### src/hw/rtl/dcf_pkg.sv
// Shared types and constants for the directed cycle finder.
// Depends on nothing; every other file imports it.
`default_nettype none

package dcf_pkg;

    localparam int NV      = 64;
    localparam int NE      = 256;
    localparam int VW      = 6;
    localparam int EW      = 8;
    localparam int PW      = EW + 1;
    localparam int CW      = 7;

    typedef struct packed {
        logic          edge_valid;
        logic [VW-1:0] edge_source;
        logic [VW-1:0] edge_target;
        logic          last_edge;
    } in_item_t;

    typedef struct packed {
        logic          cycle_found;
        logic [CW-1:0] cycle_length;
        logic [EW-1:0] edge_index;
        logic          overflow;
        logic          last_result;
    } out_item_t;

    typedef enum logic [4:0] {
        ST_IDLE, ST_LOAD, ST_ROOT, ST_ROOT_LD, ST_STEP, ST_POP, ST_EDGE, ST_CHILD,
        ST_PATH, ST_PATH_LD, ST_EMIT_RD, ST_EMIT_HEAD, ST_SCAN_INIT, ST_SCAN,
        ST_SCAN_CHK, ST_OUT, ST_NONE
    } state_t;

    typedef struct packed {
        logic accept;
        logic ld_store;
        logic srch_init;
        logic root_next;
        logic root_open;
        logic root_load;
        logic pop;
        logic pop_load;
        logic edge_eval;
        logic child_load;
        logic path_write;
        logic path_load;
        logic emit_head;
        logic scan_init;
        logic scan_rd;
        logic scan_zero;
        logic scan_chk;
        logic out_cycle;
        logic out_none;
        logic emit_next;
    } cmd_t;

    typedef struct packed {
        logic cur_edge;
        logic cur_last;
        logic item_last;
        logic root_end;
        logic root_white;
        logic top_none;
        logic depth_one;
        logic t_white;
        logic t_grey;
        logic path_end;
        logic scan_none;
        logic scan_hit;
        logic emit_last;
        logic out_free;
    } stat_t;

endpackage

`default_nettype wire

### src/hw/rtl/dcf_ctrl.sv
// Sequencer of the cycle finder: loads edges, runs the walk, emits the answer.
// Depends on dcf_pkg; drives dcf_dp through cmd_t and reads stat_t.
`default_nettype none

module dcf_ctrl
    import dcf_pkg::*;
(
    input  wire logic  clk,
    input  wire logic  rst_n,
    input  wire logic  in_valid,
    output logic       in_ready,
    input  wire stat_t stat,
    output cmd_t       cmd
);

    state_t state_reg, state_next;

    always_ff @(posedge clk or negedge rst_n)
    begin
        if (!rst_n)
            state_reg <= ST_IDLE;
        else
            state_reg <= state_next;
    end

    always_comb
    begin
        state_next = state_reg;
        unique case (state_reg)
            ST_IDLE:
            begin
                if (in_valid)
                begin
                    if (stat.cur_edge)
                        state_next = ST_LOAD;
                    else if (stat.cur_last)
                        state_next = ST_ROOT;
                end
            end
            ST_LOAD:      state_next = stat.item_last ? ST_ROOT : ST_IDLE;
            ST_ROOT:
            begin
                if (stat.root_end)
                    state_next = ST_NONE;
                else if (stat.root_white)
                    state_next = ST_ROOT_LD;
            end
            ST_ROOT_LD:   state_next = ST_STEP;
            ST_STEP:
            begin
                if (!stat.top_none)
                    state_next = ST_EDGE;
                else if (stat.depth_one)
                    state_next = ST_ROOT;
                else
                    state_next = ST_POP;
            end
            ST_POP:       state_next = ST_STEP;
            ST_EDGE:
            begin
                if (stat.t_white)
                    state_next = ST_CHILD;
                else if (stat.t_grey)
                    state_next = ST_PATH;
                else
                    state_next = ST_STEP;
            end
            ST_CHILD:     state_next = ST_STEP;
            ST_PATH:      state_next = stat.path_end ? ST_EMIT_RD : ST_PATH_LD;
            ST_PATH_LD:   state_next = ST_PATH;
            ST_EMIT_RD:   state_next = ST_EMIT_HEAD;
            ST_EMIT_HEAD: state_next = ST_SCAN_INIT;
            ST_SCAN_INIT: state_next = ST_SCAN;
            ST_SCAN:      state_next = stat.scan_none ? ST_OUT : ST_SCAN_CHK;
            ST_SCAN_CHK:  state_next = stat.scan_hit ? ST_OUT : ST_SCAN;
            ST_OUT:
            begin
                if (stat.out_free)
                    state_next = stat.emit_last ? ST_IDLE : ST_EMIT_RD;
            end
            ST_NONE:      state_next = stat.out_free ? ST_IDLE : ST_NONE;
            default:      state_next = ST_IDLE;
        endcase
    end

    always_comb
    begin
        cmd      = '0;
        in_ready = 1'b0;
        unique case (state_reg)
            ST_IDLE:
            begin
                in_ready       = 1'b1;
                cmd.accept     = in_valid;
                cmd.srch_init  = in_valid && !stat.cur_edge && stat.cur_last;
            end
            ST_LOAD:
            begin
                cmd.ld_store  = 1'b1;
                cmd.srch_init = stat.item_last;
            end
            ST_ROOT:
            begin
                cmd.root_open = !stat.root_end && stat.root_white;
                cmd.root_next = !stat.root_end && !stat.root_white;
            end
            ST_ROOT_LD:   cmd.root_load = 1'b1;
            ST_STEP:
            begin
                cmd.pop       = stat.top_none;
                cmd.root_next = stat.top_none && stat.depth_one;
            end
            ST_POP:       cmd.pop_load = 1'b1;
            ST_EDGE:      cmd.edge_eval = 1'b1;
            ST_CHILD:     cmd.child_load = 1'b1;
            ST_PATH:      cmd.path_write = 1'b1;
            ST_PATH_LD:   cmd.path_load = 1'b1;
            ST_EMIT_RD:   cmd = '0;
            ST_EMIT_HEAD: cmd.emit_head = 1'b1;
            ST_SCAN_INIT: cmd.scan_init = 1'b1;
            ST_SCAN:
            begin
                cmd.scan_rd   = !stat.scan_none;
                cmd.scan_zero = stat.scan_none;
            end
            ST_SCAN_CHK:  cmd.scan_chk = 1'b1;
            ST_OUT:
            begin
                cmd.out_cycle = stat.out_free;
                cmd.emit_next = stat.out_free && !stat.emit_last;
            end
            ST_NONE:      cmd.out_none = stat.out_free;
            default:      cmd = '0;
        endcase
    end

endmodule

`default_nettype wire

### config.mk
export PLATFORM = sky130hd
export DESIGN_NAME = dcf_ctrl
export DESIGN_NICKNAME = d
export VERILOG_FILES = /design/src/hw/rtl/dcf_pkg.sv /design/src/hw/rtl/dcf_ctrl.sv
export SDC_FILE = /design/constraint.sdc
export NUM_CORES = 1
export LEC_CHECK = 0
export BUFFER_PORTS_ARGS = -buffer_cell sky130_fd_sc_hd__buf_2
export CAP_MARGIN = 5
export CELL_PAD_IN_SITES_DETAIL_PLACEMENT = 1
export CELL_PAD_IN_SITES_GLOBAL_PLACEMENT = 2
export CORE_ASPECT_RATIO = 0.5
export CORE_UTILIZATION = 19
export DETAILED_ROUTE_END_ITERATION = 8
export GPL_TIMING_DRIVEN = 0
export PLACE_DENSITY_LB_ADDON = 0.1
export SYNTH_ARGS = -nofsm -noshare
export SYNTH_HDL_FRONTEND = slang
export SYNTH_SLANG_ARGS = --single-unit
export TNS_END_PERCENT = 10
### constraint.sdc
create_clock -name clk -period 1.4 [get_ports clk]
set_input_delay 0.07 -clock clk [delete_from_list [all_inputs] [get_ports clk]]
set_output_delay 0.07 -clock clk [all_outputs]
set_load 0.02 [all_outputs]
### Word level (Yosys, flattened, before mapping)

Cells that the tools add are included.

* flip-flop bits (word level): 5
* input bits: 17
* output and inout bits: 21
* word-level logic and storage cells: 72

* equal/unequal tests: 20
* muxes and demuxes: 37
* reductions and logical operators: 14

Operators by type and width (count)
* $pmux W5 S15: 1
* $eq A5 B4 Y1 const B: 8
* $mux W5: 7
* $eq A5 B3 Y1 const B: 4
* $mux W1: 18
* $mux W4: 3
* $eq A5 B2 Y1 const B: 2
* $mux W2: 4
* $logic_and A1 B1 Y1: 6
* $mux W3: 2
* $ne A3 B3 Y1 const B: 2
* $eq A5 B1 Y1 const B: 1
* $eq A5 B5 Y1 const B: 1
* $logic_not A1 Y1: 5
* $logic_not A5 Y1: 1
* $ne A2 B2 Y1 const B: 2
* $pmux W1 S2: 2
* $reduce_and A4 Y1: 1
* $reduce_or A3 Y1: 1

### Logic depth before layout (Yosys ltp)

* depth in word-level cells: 4
* mapped depth: 6
* gate-level depth less buffers: 5

### Worst setup path after synthesis

Ideal clock, no wire load.

* kind: flip-flop to output port
* start point: reg state_reg[0]
* end point: out cmd[17] (netlist name)
* arrival: 1.787 ns
* required time: 1.330 ns
* slack: -0.457 ns
* stages on the path, launching flop included: 6
* path buffers: 0
* cells stage by stage: dfrtp_1 -> or3_4 -> nor3_2 -> and2_1 -> nand3b_1 -> o21ai_0

RTL lines
* start, declared: RTL line dcf_ctrl.sv:16 `state_t state_reg, state_next;`
* start signal, assigned: RTL line dcf_ctrl.sv:23 `state_reg <= state_next;`
* end, declared: RTL line dcf_ctrl.sv:13 `output cmd_t cmd`

==> results list <==
- Ordered list of cells on the worst path: or3_4 > nor3_4 > and2_4 > nand3b_1 > o21ai_2 > buf_6
- Total global routing overflow: 0
- Number of filler instances in the final layout: 420
- In the post-route analysis, the smallest setup slack over all paths is -0.3369 ns.
* Vias in the first global route: approximately 890
* Area Growth Syn to Fin: 68.52%
* Max-capacitance violation count: 0
- Registers take approximately 130 µm².
- Startpoint Class: flip-flop
- Biggest fanout along the worst timing path: 5
* Vias per cell: 4.825
- The core region is ~3200 µm².
* Max-slew violation count: 0
- The number of cells on the worst reg-to-reg path is 5.
* Worst hold-check path type: input pin to asynchronous set/reset pin
- The critical path is of the flip-flop to output pin type.
- Sequential elements use between 10% and 20% of the synthesized area.
* Number of hold violations in the final report: 0
- Together, buffers and inverters on the worst path number 1.
- Buffers from clock root to sink, at most: 2
- Required time reported for the critical path endpoint: roughly 1.3 ns
* Fraction of post-synthesis cell area in the top cell type by area: a little under a fifth
- Proportion of power drawn by combinational gates: approximately 75%
* Unique masters post-synth: 38
- The congestion estimate from routability-driven global placement came to ~0.78.
* Total power density per cell area: approximately 2000 nW/µm²
- The smallest clock period supported by the final layout is computed as about 1.7 ns.
* Clk_lat worst skew: about 0.22 ns
* Total routing resource utilization after global routing: between 10% and 20%
- Port Buffers: 37
* Detailed Route Iter0 Violations: 18
- For this design the total switching power over the nets is about 1.2 mW.
* Root Buffer Master: clkbuf_8
* CTS HTree Levels: 1
* First-pass GRT wire length: around 4500 µm
- Register bit count reported by yosys: 5
* Static leakage: ~0.50 nW
- Timing would allow up to ~580 MHz.
- Setup violations remaining at the end of the flow were counted as 25.
- Global routing consumed, on the met1 layer, approximately a quarter of the routing resources.
- Total power: around 2.3 mW
- Final routed wirelength across all metal layers: about 3000 µm
- The tree built by TritonCTS fans out to 5 sinks.
- Synthesis produced 98 cells.
- Outcome: finished, violations left
- During synthesis, Yosys emitted a total of 0 warnings.
- Setup repair after global routing could not meet its margin everywhere.
- Mean instance size in the synthesized netlist: 6.894 µm²
- After clock tree synthesis, the clock-pin slew on the worst setup and hold paths is ~0.03 ns.
* Switching share of power: 51.41%
* Floorplan row count: 14
* Met3 track utilization from global routing: about 2.2%
- On the critical path, the stage with the largest delay is an instance of dfrtp_2.
- In the final design database the tool counted approximately 160 nets.
- Setup slack at placement: -0.3646 ns
- DR DRC count: 0
* Antenna Violating Nets Remaining: 0
- Post-Route Hold Slack: a little over 0.2 ns
* Ant. Diodes: 0
- On the final layout, the worst clock skew is approximately 0.00013 ns.
- In the final layout, the multi-input gates occupy 585.6 µm².
- Internal power summed over all cells: roughly 1.1 mW
- Layout cells sized above 1: 52.48%
* Met2 track demand over resource: 23.49%
- Nets in the synthesized netlist: around 120
* Largest net degree at the start of global routing: 11
* Worst IR Drop VDD: 413.9 µV
* Family of cells with the greatest summed delay on the critical path: simple AND/OR/NAND/NOR gates
- For the worst setup path, the data arrival time is about 1.7 ns.
- For this run, the detailed router's first-pass iteration total came to 4.
* Final cell utilization of the core: around 36%
- Average wire per standard cell: between 15 and 20 µm
- After synthesis the cells add up to ~680 µm².
- Largest register FFs: 5
- Area of the die: roughly 3800 µm²
* Floorplan die width: ~86 µm
- Sequential share of power: a little over an eighth
* # IOs: 38
- The detailed router placed about 900 vias in this run.
- Leading cell type in the layout, fill and taps excluded: buf_2
* Violated checks: setup timing
- Worst Max-Slew Pin Slew: approximately 0.46 ns
- Clock tree synthesis inserted a total of 3 buffers.
- Height of the die: 44.17 µm
- Layer carrying the most global-route usage: met2
- By area the synthesized netlist is led by dfrtp_1, nor2_1, nor2b_1.
- Worst slew margin: a little over two thirds
- Leading area contributor after synthesis: dfrtp_1
* HPWL Detailed: approximately 2300 µm
- Starting density of the core: about a fifth
* Period Utilization, post-route: 124.1%
- Stages on the worst setup path: 6
- TritonCTS built the clock tree.
- On the worst path, the slowest cell contributes a delay of 0.44 ns.
- The worst setup path is captured at an output pin.
- Of the total power, the clock network draws a little under an eighth.
* Antenna violations before repair: 0
- Top library cells by usage in the layout, fill and taps aside: buf_2, buf_4, nor2_1, nand2_1, nor2b_1
## worst paths after layout
path | from | endpoint | slack, ns
max in group asynchronous | rst_n | state_reg[1]$_DFFE_PN0P_ | 1.06
min reg2reg | state_reg[2]$_DFFE_PN0P_ | state_reg[4]$_DFFE_PN0P_ | 0.72
max reg2reg | state_reg[3]$_DFFE_PN0P_ | state_reg[1]$_DFFE_PN0P_ | -0.21
max | state_reg[0]$_DFFE_PN0P_ | cmd[17] | -0.34
min in group clk | stat[4] | state_reg[1]$_DFFE_PN0P_ | 0.20
min | rst_n | state_reg[4]$_DFFE_PN0P_ | 0.20
## cell type report
cell class | count | area share [%]
multi-input combinational | 81 | 51.43
buffer | 7 | 4.506
sequential | 5 | 11.43
tap | 48 | 5.275
clock buffer | 4 | 3.956
timing repair buffer | 40 | 22.09
inverter | 4 | 1.319
## synthesized netlist by cell type
master and n:
or4_1 1, nor2b_1 6, nor3_1 5, a2111oi_2 1, nand2b_1 3, o211ai_2 1
mux2i_1 1, a21o_1 1, a211oi_1 2, nor4_1 4, o21ai_1 3, inv_2 1
a32oi_1 1, o211ai_1 1, a21oi_1 3, dfrtp_1 5, o2bb2ai_1 1, or3b_1 2
nor3b_1 1, nor3_2 1, buf_2 7, a41oi_1 1, o311a_1 1, nand2_1 8
o21ai_2 1, a221o_1 1, a31oi_1 1, clkbuf_1 1, o31a_1 2, inv_1 3
or3_4 1, or3_1 1, nand3_1 3, o21ai_0 6, and2_1 1, nand3b_1 2
nor2_1 12, and3_1 2
## routing by layer
metal | vias up | part of all wire (%)
li1 | 449 | -
met1 | 434 | 55
met2 | 29 | 40
met3 | 0 | 5.2
met4 | 0 | 0
met5 | - | 0
## stage by stage
| stage | cell area [µm²] | TNS [ns] | instances |
|---|---|---|---|
| finish | 1139 | -3.613 | 189 |
| global route | 1139 | -5.274 | 189 |
| CTS | 1074 | -4.261 | 189 |
| detailed placement | 938.4 | -2.631 | 183 |
| global placement | 938.4 | -2.611 | 183 |
| floorplan | 693.2 | -0.9792 | 98 |
## power groups by stage
stage,sequential [mW],clock (mW),combinational [mW]
floorplan,0.258,0,1.02
detailed placement,0.296,0,1.43
finish,0.314,0.260,1.73
CTS,0.302,0.266,1.61
global placement,0.291,0,1.44
global route,0.326,0.277,1.84
## cell families after synthesis
| logic type | share of synthesized area, % |
|---|---|
| compound gates | 29.07 |
| buf+inv | 7.961 |
| mux | 1.482 |
| simple gates | 42.96 |
| flops | 18.52 |
## timing repair
action,4_1_cts,5_1_grt
endpoints found under the setup margin,26,26
endpoints found under the hold margin,5,0
pin swaps,3,1
hold buffers,1,0
setup buffers,2,0
gates resized for setup,25,18
Note: power is estimated with default switching activity, not from simulation.
